===== src/rtl/core/lcdns_pkg.sv =====
// ----------------------------------------------------------------------------
// lcdns_pkg - shared types and constants of the character LCD nibble sequencer
// Request codes, command bytes, widths and the display address rule.
// ----------------------------------------------------------------------------
package lcdns_pkg;

  // Field widths
  localparam int unsigned ReqTypeW   = 4;
  localparam int unsigned CharW      = 8;
  localparam int unsigned ColumnW    = 6;
  localparam int unsigned RowW       = 2;
  localparam int unsigned NibbleW    = 4;
  localparam int unsigned LineCountW = 3;
  localparam int unsigned CplW       = 6;
  localparam int unsigned CountW     = 8;
  localparam int unsigned CfgIdxW    = 2;
  localparam int unsigned CfgDataW   = 8;

  // Request codes
  typedef enum logic [ReqTypeW-1:0] {
    ReqInit       = 4'd0,
    ReqClear      = 4'd1,
    ReqCursorOn   = 4'd2,
    ReqCursorOff  = 4'd3,
    ReqDisplayOn  = 4'd4,
    ReqDisplayOff = 4'd5,
    ReqGoto       = 4'd6,
    ReqWrite      = 4'd7,
    ReqWrapWrite  = 4'd8
  } req_e;

  // Configuration register indexes
  localparam logic [CfgIdxW-1:0] CfgLineCount    = 2'd0;
  localparam logic [CfgIdxW-1:0] CfgCharsPerLine = 2'd1;

  localparam logic [LineCountW-1:0] LineCountReset    = 3'd2;
  localparam logic [CplW-1:0]       CharsPerLineReset = 6'd16;
  localparam logic [LineCountW-1:0] LineCountTwo      = 3'd2;
  localparam logic [LineCountW-1:0] LineCountFour     = 3'd4;

  // Command bytes and init nibbles
  localparam logic [7:0] CmdClear       = 8'h01;
  localparam logic [7:0] CmdEntryMode   = 8'h06;
  localparam logic [7:0] CmdDisplayOn   = 8'h0C;
  localparam logic [7:0] CmdDisplayOff  = 8'h08;
  localparam logic [7:0] CmdCursorBits  = 8'h03;
  localparam logic [7:0] CmdCursorOn    = 8'h0F;
  localparam logic [7:0] CmdFuncSet     = 8'h20;
  localparam logic [7:0] CmdFuncSetTwo  = 8'h28;
  localparam logic [7:0] SetDdram       = 8'h80;
  localparam logic [7:0] OddLineOffset  = 8'd20;
  localparam logic [NibbleW-1:0] InitNibble     = 4'h3;
  localparam logic [NibbleW-1:0] InitNibbleLast = 4'h2;

  // One queued byte of a run
  typedef struct packed {
    logic [7:0] data;
    logic       rs;
    logic       lw;
  } slot_t;

  // Divider request and response
  typedef struct packed {
    logic              start;
    logic [CountW-1:0] dividend;
    logic [CplW-1:0]   divisor;
  } div_req_t;

  typedef struct packed {
    logic              done;
    logic [CountW-1:0] quotient;
    logic [CplW-1:0]   remainder;
  } div_rsp_t;

  // DDRAM address command for a column and line, modulo 256
  function automatic logic [7:0] lcdns_addr(input logic [ColumnW-1:0]    col,
                                            input logic [CountW-1:0]     line,
                                            input logic [LineCountW-1:0] lc);
    logic [7:0] base;
    logic [7:0] lm1;
    base = 8'd0;
    lm1  = line - 8'd1;
    if (lc == LineCountTwo) begin
      base = {line[1:0], 6'd0};
    end else if (lc == LineCountFour) begin
      if (line == 8'd0 || line == 8'd2) begin
        base = {line[2:1], 6'd0};
      end else begin
        base = {lm1[2:1], 6'd0} + OddLineOffset;
      end
    end
    return base + {2'd0, col} + SetDdram;
  endfunction

endpackage


===== src/rtl/core/lcdns_if.sv =====
// ----------------------------------------------------------------------------
// lcdns_if - valid/ready channels of the character LCD nibble sequencer
// Request, configuration write and nibble output channels.
// ----------------------------------------------------------------------------
interface lcdns_req_if;
  logic                              valid;
  logic                              ready;
  logic [lcdns_pkg::ReqTypeW-1:0]    req_type;
  logic [lcdns_pkg::CharW-1:0]       char_code;
  logic [lcdns_pkg::ColumnW-1:0]     column;
  logic [lcdns_pkg::RowW-1:0]        row;
  logic                              string_start;

  modport source (output valid, req_type, char_code, column, row, string_start,
                  input ready);
  modport sink   (input valid, req_type, char_code, column, row, string_start,
                  output ready);
endinterface

interface lcdns_cfg_if;
  logic                              valid;
  logic                              ready;
  logic [lcdns_pkg::CfgIdxW-1:0]     index;
  logic [lcdns_pkg::CfgDataW-1:0]    data;

  modport source (output valid, index, data, input ready);
  modport sink   (input valid, index, data, output ready);
endinterface

interface lcdns_out_if;
  logic                              valid;
  logic                              ready;
  logic [lcdns_pkg::NibbleW-1:0]     nibble;
  logic                              reg_select;
  logic                              long_wait;
  logic                              last;

  modport source (output valid, nibble, reg_select, long_wait, last, input ready);
  modport sink   (input valid, nibble, reg_select, long_wait, last, output ready);
endinterface


===== src/rtl/core/lcdns_divider.sv =====
// ----------------------------------------------------------------------------
// lcdns_divider - iterative restoring divider
// Divides the wrap count by characters per line, one quotient bit a cycle.
// ----------------------------------------------------------------------------
module lcdns_divider (
  input  logic                clk_i,
  input  logic                rst_ni,
  input  lcdns_pkg::div_req_t req_i,
  output lcdns_pkg::div_rsp_t rsp_o
);
  import lcdns_pkg::*;

  localparam int unsigned StepW = $clog2(CountW);

  logic                busy_q;
  logic                done_q;
  logic [StepW-1:0]    step_q;
  logic [CountW-1:0]   dvd_q;
  logic [CplW-1:0]     rem_q;
  logic [CplW:0]       trial;
  logic                fits;
  logic [CplW:0]       diff;

  // Shift in the next dividend bit and try the subtraction
  assign trial = {rem_q, dvd_q[CountW-1]};
  assign fits  = trial >= {1'b0, req_i.divisor};
  assign diff  = trial - {1'b0, req_i.divisor};

  // Control: run one step per cycle, flag completion for a cycle
  always_ff @(posedge clk_i or negedge rst_ni) begin
    if (!rst_ni) begin
      busy_q <= 1'b0;
      done_q <= 1'b0;
      step_q <= '0;
    end else begin
      done_q <= 1'b0;
      if (req_i.start) begin
        busy_q <= 1'b1;
        step_q <= '0;
      end else if (busy_q) begin
        step_q <= step_q + StepW'(1);
        if (step_q == StepW'(CountW - 1)) begin
          busy_q <= 1'b0;
          done_q <= 1'b1;
        end
      end
    end
  end

  // Datapath: quotient bits replace dividend bits from the bottom
  always_ff @(posedge clk_i) begin
    if (req_i.start) begin
      dvd_q <= req_i.dividend;
      rem_q <= '0;
    end else if (busy_q) begin
      dvd_q <= {dvd_q[CountW-2:0], fits};
      rem_q <= fits ? diff[CplW-1:0] : trial[CplW-1:0];
    end
  end

  assign rsp_o.done      = done_q;
  assign rsp_o.quotient  = dvd_q;
  assign rsp_o.remainder = rem_q;

endmodule


===== src/rtl/core/char_lcd_nibble_sequencer.sv =====
// ----------------------------------------------------------------------------
// char_lcd_nibble_sequencer - HD44780-style 4-bit LCD nibble sequencer
// Turns each request into a run of nibble beats, high nibble first.
// ----------------------------------------------------------------------------
// Sequence: an accepted request moves to the emit state, or first to the divider
//   wait state for a wrapped write with a nonzero line width; beats are registered.
// Requests: a new request is taken only once the last run is through (idle),
//   twelve nibbles per run at most.
// Reset: cursor flag and wrap count clear; line count 2, chars per line 16.
module char_lcd_nibble_sequencer (
  input  logic             clk_i,
  input  logic             rst_ni,
  lcdns_req_if.sink        req_i,
  lcdns_cfg_if.sink        cfg_i,
  lcdns_out_if.source      out_o
);
  import lcdns_pkg::*;

  typedef enum logic [2:0] {
    S_IDLE = 3'b001,
    S_DIV  = 3'b010,
    S_EMIT = 3'b100
  } state_e;

  state_e                 state_q, state_d;
  logic [LineCountW-1:0]  lc_q;
  logic [CplW-1:0]        cpl_q;
  logic                   cursor_q, cursor_d;
  logic [CountW-1:0]      wrap_q, wrap_d;
  slot_t                  slot_q [4];
  slot_t                  slot_d [4];
  logic [1:0]             last_idx_q, last_idx_d;
  logic [1:0]             idx_q, idx_d;
  logic                   half_q, half_d;
  logic                   pre_act_q, pre_act_d;
  logic [1:0]             pre_cnt_q, pre_cnt_d;

  logic                   out_valid_q;
  logic [NibbleW-1:0]     out_nib_q;
  logic                   out_rs_q, out_lw_q, out_last_q;

  logic                   req_acc;
  logic                   load;
  logic [CountW-1:0]      count_new;
  slot_t                  cur_slot;
  logic [NibbleW-1:0]     nib_c;
  logic                   rs_c, lw_c, last_c;
  div_req_t               div_req;
  div_rsp_t               div_rsp;

  assign req_i.ready = (state_q == S_IDLE);
  assign req_acc     = req_i.valid && req_i.ready;
  assign load        = (state_q == S_EMIT) && (!out_valid_q || out_o.ready);
  assign count_new   = (req_i.string_start ? CountW'(0) : wrap_q) + CountW'(1);

  // Divider for the line wrap
  lcdns_divider u_div (
    .clk_i  (clk_i),
    .rst_ni (rst_ni),
    .req_i  (div_req),
    .rsp_o  (div_rsp)
  );

  // Configuration writes; unknown indexes drop
  assign cfg_i.ready = 1'b1;

  always_ff @(posedge clk_i or negedge rst_ni) begin
    if (!rst_ni) begin
      lc_q  <= LineCountReset;
      cpl_q <= CharsPerLineReset;
    end else if (cfg_i.valid) begin
      if (cfg_i.index == CfgLineCount) begin
        lc_q <= cfg_i.data[LineCountW-1:0];
      end else if (cfg_i.index == CfgCharsPerLine) begin
        cpl_q <= cfg_i.data[CplW-1:0];
      end
    end
  end

  // Current nibble beat
  always_comb begin
    cur_slot = slot_q[idx_q];
    if (pre_act_q) begin
      nib_c  = (pre_cnt_q == 2'd3) ? InitNibbleLast : InitNibble;
      rs_c   = 1'b0;
      lw_c   = 1'b0;
      last_c = 1'b0;
    end else begin
      nib_c  = half_q ? cur_slot.data[3:0] : cur_slot.data[7:4];
      rs_c   = cur_slot.rs;
      lw_c   = half_q && cur_slot.lw;
      last_c = half_q && (idx_q == last_idx_q);
    end
  end

  // Sequencer: decode request, wait for divider, advance through the run
  always_comb begin
    state_d    = state_q;
    cursor_d   = cursor_q;
    wrap_d     = wrap_q;
    slot_d     = slot_q;
    last_idx_d = last_idx_q;
    idx_d      = idx_q;
    half_d     = half_q;
    pre_act_d  = pre_act_q;
    pre_cnt_d  = pre_cnt_q;
    div_req    = '0;
    unique case (state_q)
      S_IDLE: begin
        if (req_acc) begin
          idx_d      = 2'd0;
          half_d     = 1'b0;
          pre_act_d  = 1'b0;
          pre_cnt_d  = 2'd0;
          last_idx_d = 2'd0;
          state_d    = S_EMIT;
          unique case (req_e'(req_i.req_type))
            ReqInit: begin
              slot_d[0]  = '{(lc_q == LineCountTwo) ? CmdFuncSetTwo : CmdFuncSet,
                             1'b0, 1'b0};
              slot_d[1]  = '{CmdEntryMode, 1'b0, 1'b0};
              slot_d[2]  = '{CmdDisplayOn, 1'b0, 1'b0};
              slot_d[3]  = '{CmdClear, 1'b0, 1'b1};
              last_idx_d = 2'd3;
              pre_act_d  = 1'b1;
              cursor_d   = 1'b0;
            end
            ReqClear:      slot_d[0] = '{CmdClear, 1'b0, 1'b1};
            ReqCursorOn: begin
              slot_d[0] = '{CmdCursorOn, 1'b0, 1'b0};
              cursor_d  = 1'b1;
            end
            ReqCursorOff: begin
              slot_d[0] = '{CmdDisplayOn, 1'b0, 1'b0};
              cursor_d  = 1'b0;
            end
            ReqDisplayOn:
              slot_d[0] = '{CmdDisplayOn | (cursor_q ? CmdCursorBits : 8'd0), 1'b0, 1'b0};
            ReqDisplayOff:
              slot_d[0] = '{CmdDisplayOff | (cursor_q ? CmdCursorBits : 8'd0), 1'b0, 1'b0};
            ReqGoto:
              slot_d[0] = '{lcdns_addr(req_i.column, {6'd0, req_i.row}, lc_q),
                            1'b0, 1'b0};
            ReqWrite:      slot_d[0] = '{req_i.char_code, 1'b1, 1'b0};
            ReqWrapWrite: begin
              wrap_d = count_new;
              if (req_i.string_start) begin
                slot_d[0]  = '{lcdns_addr('0, '0, lc_q), 1'b0, 1'b0};
                slot_d[1]  = '{req_i.char_code, 1'b1, 1'b0};
                last_idx_d = 2'd1;
              end else begin
                slot_d[0]  = '{req_i.char_code, 1'b1, 1'b0};
              end
              if (cpl_q != '0) begin
                div_req = '{start: 1'b1, dividend: count_new, divisor: cpl_q};
                state_d = S_DIV;
              end
            end
            default: state_d = S_IDLE;
          endcase
        end
      end
      S_DIV: begin
        div_req.divisor = cpl_q;
        if (div_rsp.done) begin
          if (div_rsp.remainder == '0) begin
            slot_d[last_idx_q + 2'd1] = '{lcdns_addr('0, div_rsp.quotient, lc_q),
                                          1'b0, 1'b0};
            last_idx_d = last_idx_q + 2'd1;
          end
          state_d = S_EMIT;
        end
      end
      S_EMIT: begin
        if (load) begin
          if (pre_act_q) begin
            pre_cnt_d = pre_cnt_q + 2'd1;
            if (pre_cnt_q == 2'd3) begin
              pre_act_d = 1'b0;
            end
          end else if (!half_q) begin
            half_d = 1'b1;
          end else begin
            half_d = 1'b0;
            idx_d  = idx_q + 2'd1;
            if (idx_q == last_idx_q) begin
              state_d = S_IDLE;
            end
          end
        end
      end
      default: state_d = S_IDLE;
    endcase
  end

  // Control registers
  always_ff @(posedge clk_i or negedge rst_ni) begin
    if (!rst_ni) begin
      state_q    <= S_IDLE;
      cursor_q   <= 1'b0;
      wrap_q     <= '0;
      last_idx_q <= 2'd0;
      idx_q      <= 2'd0;
      half_q     <= 1'b0;
      pre_act_q  <= 1'b0;
      pre_cnt_q  <= 2'd0;
    end else begin
      state_q    <= state_d;
      cursor_q   <= cursor_d;
      wrap_q     <= wrap_d;
      last_idx_q <= last_idx_d;
      idx_q      <= idx_d;
      half_q     <= half_d;
      pre_act_q  <= pre_act_d;
      pre_cnt_q  <= pre_cnt_d;
    end
  end

  // Byte queue
  always_ff @(posedge clk_i) begin
    slot_q <= slot_d;
  end

  // Output register: hold a beat until taken
  always_ff @(posedge clk_i or negedge rst_ni) begin
    if (!rst_ni) begin
      out_valid_q <= 1'b0;
    end else if (load) begin
      out_valid_q <= 1'b1;
    end else if (out_o.ready) begin
      out_valid_q <= 1'b0;
    end
  end

  always_ff @(posedge clk_i) begin
    if (load) begin
      out_nib_q  <= nib_c;
      out_rs_q   <= rs_c;
      out_lw_q   <= lw_c;
      out_last_q <= last_c;
    end
  end

  assign out_o.valid      = out_valid_q;
  assign out_o.nibble     = out_nib_q;
  assign out_o.reg_select = out_rs_q;
  assign out_o.long_wait  = out_lw_q;
  assign out_o.last       = out_last_q;

`ifndef SYNTHESIS
  // A waiting beat stays put until the sink takes it
  assert property (@(posedge clk_i) disable iff (!rst_ni)
    (out_o.valid && !out_o.ready) |=>
      (out_o.valid && $stable(out_o.nibble) && $stable(out_o.reg_select) &&
       $stable(out_o.long_wait) && $stable(out_o.last)))
    else $error("waiting output beat changed before it was taken");

  // Divider completes only while the sequencer waits on it
  assert property (@(posedge clk_i) disable iff (!rst_ni)
    div_rsp.done |-> (state_q == S_DIV))
    else $error("divider completion outside wait state");

  // Long wait only follows the clear command's low nibble
  assert property (@(posedge clk_i) disable iff (!rst_ni)
    (out_o.valid && out_o.long_wait) |-> (out_o.nibble == CmdClear[3:0] && !out_o.reg_select))
    else $error("long wait on a beat other than clear low nibble");

  // A new run starts from the first byte, high nibble
  assert property (@(posedge clk_i) disable iff (!rst_ni)
    req_acc |=> (idx_q == 2'd0 && !half_q))
    else $error("run did not restart at first nibble");
`endif

endmodule


===== src/flat_wrapper.sv =====
// flat-port wrapper written by rule: the top's interface ports become plain ports
module char_lcd_nibble_sequencer_flat import lcdns_pkg::*;
  (clk_i, rst_ni, req_i_valid, req_i_req_type, req_i_char_code, req_i_column, req_i_row, req_i_string_start, req_i_ready, cfg_i_valid, cfg_i_index, cfg_i_data, cfg_i_ready, out_o_valid, out_o_nibble, out_o_reg_select, out_o_long_wait, out_o_last, out_o_ready);
  lcdns_req_if req_i_i ();
  lcdns_cfg_if cfg_i_i ();
  lcdns_out_if out_o_i ();
  input  logic clk_i;
  input  logic rst_ni;
  input wire logic [$bits(req_i_i.valid)-1:0] req_i_valid;
  input wire logic [$bits(req_i_i.req_type)-1:0] req_i_req_type;
  input wire logic [$bits(req_i_i.char_code)-1:0] req_i_char_code;
  input wire logic [$bits(req_i_i.column)-1:0] req_i_column;
  input wire logic [$bits(req_i_i.row)-1:0] req_i_row;
  input wire logic [$bits(req_i_i.string_start)-1:0] req_i_string_start;
  output wire logic [$bits(req_i_i.ready)-1:0] req_i_ready;
  input wire logic [$bits(cfg_i_i.valid)-1:0] cfg_i_valid;
  input wire logic [$bits(cfg_i_i.index)-1:0] cfg_i_index;
  input wire logic [$bits(cfg_i_i.data)-1:0] cfg_i_data;
  output wire logic [$bits(cfg_i_i.ready)-1:0] cfg_i_ready;
  output wire logic [$bits(out_o_i.valid)-1:0] out_o_valid;
  output wire logic [$bits(out_o_i.nibble)-1:0] out_o_nibble;
  output wire logic [$bits(out_o_i.reg_select)-1:0] out_o_reg_select;
  output wire logic [$bits(out_o_i.long_wait)-1:0] out_o_long_wait;
  output wire logic [$bits(out_o_i.last)-1:0] out_o_last;
  input wire logic [$bits(out_o_i.ready)-1:0] out_o_ready;
  assign req_i_i.valid = req_i_valid;
  assign req_i_i.req_type = req_i_req_type;
  assign req_i_i.char_code = req_i_char_code;
  assign req_i_i.column = req_i_column;
  assign req_i_i.row = req_i_row;
  assign req_i_i.string_start = req_i_string_start;
  assign req_i_ready = req_i_i.ready;
  assign cfg_i_i.valid = cfg_i_valid;
  assign cfg_i_i.index = cfg_i_index;
  assign cfg_i_i.data = cfg_i_data;
  assign cfg_i_ready = cfg_i_i.ready;
  assign out_o_valid = out_o_i.valid;
  assign out_o_nibble = out_o_i.nibble;
  assign out_o_reg_select = out_o_i.reg_select;
  assign out_o_long_wait = out_o_i.long_wait;
  assign out_o_last = out_o_i.last;
  assign out_o_i.ready = out_o_ready;
  char_lcd_nibble_sequencer u_core (.clk_i(clk_i), .rst_ni(rst_ni), .req_i(req_i_i), .cfg_i(cfg_i_i), .out_o(out_o_i));
endmodule

===== config.mk =====
export PLATFORM = sky130hd
export DESIGN_NAME = char_lcd_nibble_sequencer_flat
export DESIGN_NICKNAME = d
export VERILOG_FILES = /design/src/rtl/core/lcdns_pkg.sv /design/src/rtl/core/lcdns_if.sv /design/src/rtl/core/lcdns_divider.sv /design/src/rtl/core/char_lcd_nibble_sequencer.sv /design/src/flat_wrapper.sv
export SDC_FILE = /design/constraint.sdc
export NUM_CORES = 1
export LEC_CHECK = 0
export BUFFER_PORTS_ARGS = -buffer_cell sky130_fd_sc_hd__buf_2
export CORE_MARGIN = 2
export CORE_UTILIZATION = 54
export CTS_CLUSTER_SIZE = 40
export DETAILED_ROUTE_END_ITERATION = 10
export PLACE_DENSITY = 0.78
export SKIP_LAST_GASP = 1
export SLEW_MARGIN = 10
export SYNTH_ARGS = -nofsm -noshare
export SYNTH_HDL_FRONTEND = slang
export SYNTH_SLANG_ARGS = --single-unit
export TNS_END_PERCENT = 1

===== constraint.sdc =====
create_clock -name clk_i -period 4.2 [get_ports clk_i]
set_input_delay 0.42 -clock clk_i [delete_from_list [all_inputs] [get_ports clk_i]]
set_output_delay 0.42 -clock clk_i [all_outputs]
set_load 0.02 [all_outputs]

==> flow_metrics.tcl <==
set metrics [dict create \
    area_delta_synth_final_pct 8.870 \
    rr_startpoint "u_core.state_q[0]" \
    fin_setup_tns_ps 0 \
    syn-instance-count 531 \
    grt_pass1_wl_mm 20.05 \
    mostFrequentLayoutCell "nand2_1" \
    port_buffers 42 \
    leakage_uw 0.002421 \
    first_pass_iters 5 \
    finClkSkew_ps 7.811 \
    cts_setup_buffers 0 \
    switchingPower_uw 1186 \
    grt-ovfl-total 0 \
    fin_util_pct 59.56 \
    vias_per_cell 5.950 \
    synth_nets 592 \
    synth.cell_area_um2 5572 \
    clock_latency_ps 370 \
    total_power_uw 3167 \
    diodes 0 \
    grt_max_degree 36 \
    route.vias.total 4171 \
    ys_warn_count 0 \
    cts-resized-gates 0 \
    async_flop_share_pct 36.46 \
    cts_tree "yes" \
    fill_cells 853 \
    cts_hold_buf 0 \
    initial_core_util_pct 54.71 \
    worstPathArrival_ps 3540 \
    period_share_pct 78.05 \
    p_comb_share_pct 34.3 \
    reg2reg_depth 12 \
    timing.rr.end "u_core.u_div.rem_q[1]" \
    clockPowerShare_pct 19.0 \
    period_minus_slack_ps 3278 \
    swShare_pct 37.43 \
    cts.sinks 96 \
    path_clk_slew_ps 100 \
    endpoint_kind "register" \
    grt_pass1_vias 4089 \
    crit_path_start_kind "register" \
    drt_iter0_markers 283 \
    clock_path_buffers 2 \
    worst_pin_slew_ps 990.8 \
    setup_viol 0 \
    die_area_um2 11150 \
    slew_headroom_pct 33.81 \
    hold_class "in2async" \
    routabilityCongestion 0.8759 \
    drc_errors 0 \
    final_cell_mix "56 x nand2_1, 55 x edfxtp_1, 42 x buf_2, 39 x o21ai_0, 37 x nor2_1" \
    fin_hold_ws_ps 112.3 \
    drv_cap 0 \
    drt_wl_total_mm 11.94 \
    track_usage_pct 22.60 \
    rrSetupSlack_ps 920 \
    synth_edf_count 55 \
    finalHoldViolCount 0 \
    antenna_found_initial 1 \
    finalMaxSlewViolations 0 \
    synth_ff_type "edfxtp_1" \
    path_class "reg2reg" \
    ioPinCount 46 \
    seqPwrFrac_pct 46.8 \
    status "finished, final reports clean" \
    cts_buffers 9 \
    final_nets 621 \
    syn_area_per_cell_um2 10.49 \
    fp.coreArea_um2 10180 \
    hpwl_mm 8.996 \
    rsz0062_at_grt "no" \
    fmax_mhz 305.1 \
    ant_nets 0 \
    intPower_uw 1982 \
    yosys_register_bits 96 \
    cellPowerDensity_nw_per_um2 522.2 \
    ys_types 76 \
    core.rowCount 37 \
    die_y_um 105.6 \
    ctsRootBufferMaster "clkbuf_8" \
    worstPathMaxFanout 17 \
    drive_gt1_share_pct 18.23 \
    irDropWorstVdd_mv 0.2336 \
    crit_required_ps 4460 \
    ys_seq_area_share_pct 47.59 \
    avgRoutedWirePerCell_um 17.04 \
    cts.htree.levels 3 \
    die_w_um 105.6 \
]
[cell families after synthesis]
kind of cell / after synthesis / synth area share, %
simple gates: 196 / 18.75
compound gates: 112 / 13.25
flops: 96 / 47.59
buf+inv: 54 / 4.020
mux: 31 / 8.062
fa+ha+maj: 25 / 5.749
xor+xnor: 16 / 2.515
other cells: 1 / 0.06731
[worst max-delay path, cell delays in order, from the launching register on]
cell      delay, ps
dfstp_2         590
nand2_1          90
clkinv_1        160
nand3_2          90
buf_4           200
nand2_1         190
nand2_1          90
ha_1            330
a21o_1          170
a21oi_1         290
a21boi_1        290
or4_1           570
o311ai_0        110
[Yosys cell counts (5+ instances only)]
cell type / number / area share, %
o21ai_0: 39 / 3.5
buf_2: 8 / 0.72
mux2i_1: 10 / 1.8
mux4_2: 10 / 4.0
and2_1: 12 / 1.3
nor2_1: 37 / 2.5
nor4_1: 5 / 0.56
a31oi_1: 5 / 0.56
and3_1: 9 / 1.0
a211oi_1: 5 / 0.67
inv_1: 23 / 1.5
dfxtp_1: 6 / 2.2
nand2_1: 56 / 3.8
nand3_1: 11 / 0.99
xor2_1: 6 / 0.94
clkbuf_1: 20 / 1.3
nor2b_1: 13 / 1.5
a21oi_1: 27 / 2.4
ha_1: 24 / 5.4
nor3_1: 13 / 1.2
nor3b_1: 7 / 0.94
edfxtp_1: 55 / 30
xnor2_1: 10 / 1.6
dfrtp_1: 32 / 14
mux2_2: 11 / 2.2
nand2b_1: 9 / 1.0
[state kept, by name, summed over array words and instances, names as in the netlist]
signal / count
u_core.last_idx_q: 2
u_core.u_div.busy_q: 1
u_core.out_o.valid: 1
u_core.u_div.rem_q: 6
u_core.out_o.long_wait: 1
u_core.slot_q: 40
u_core.u_div.dvd_q: 8
u_core.u_div.done_q: 1
u_core.wrap_q: 8
u_core.idx_q: 2
u_core.out_o.last: 1
u_core.pre_cnt_q: 2
u_core.lc_q: 3
u_core.cursor_q: 1
u_core.cpl_q: 6
u_core.out_o.reg_select: 1
u_core.half_q: 1
u_core.u_div.step_q: 3
u_core.out_o.nibble: 4
u_core.state_q: 3
u_core.pre_act_q: 1
[power groups by stage]
stage                     logic [uW]  clock network [uW]  registers [uW]
final                           1090                 601            1480
after global routing            1210                 650            1520
after CTS                       1090                 612            1480
after detailed placement        1080                   0            1500
after global placement          1040                   0            1490
after floorplan                  852                   0            1420
[per-stage QoR]
| stage | setup WS, ps | std cells | cell area (um2) |
|---|---|---|---|
| after global placement | 807.5 | 685 | 5873 |
| after CTS | 931.4 | 701 | 6066 |
| after floorplan | 1155 | 531 | 5572 |
| after detailed placement | 664.9 | 685 | 5873 |
| after global routing | 687.1 | 701 | 6066 |
| final | 921.9 | 701 | 6066 |
[per-layer routing]
layer,part of all wire (%),routed length [um],global-route usage [%]
met1,41,4948,28.84
met2,51,6078,39.17
met3,6.1,734,4.453
met4,1.5,181,6.579
met5,0,0,0
[final cells by class]
| class | count | area [um2] | area share [%] |
|---|---|---|---|
| sequential | 96 | 2651 | 43.71 |
| timing repair buffer | 48 | 255.2 | 4.208 |
| inverter | 24 | 90.09 | 1.485 |
| clock inverter | 7 | 68.82 | 1.134 |
| clock buffer | 9 | 123.9 | 2.042 |
| multi-input combinational | 381 | 2706 | 44.62 |
| tap | 136 | 170.2 | 2.805 |
[worst max-delay path by stage]
stage,to,from,cells after the start,slack (ps)
finish,u_core.u_div.rem_q[1],u_core.state_q[0],12,920
global route,u_core.u_div.rem_q[1],u_core.state_q[1],13,690
CTS,u_core.u_div.rem_q[1],u_core.state_q[0],12,930
detailed placement,u_core.u_div.rem_q[1],req_i_req_type[3],12,660
global placement,u_core.u_div.rem_q[5],req_i_req_type[3],12,810
floorplan,u_core.slot_q[0],req_i_req_type[0],4,1160
(Power assumes the default switching activity.)
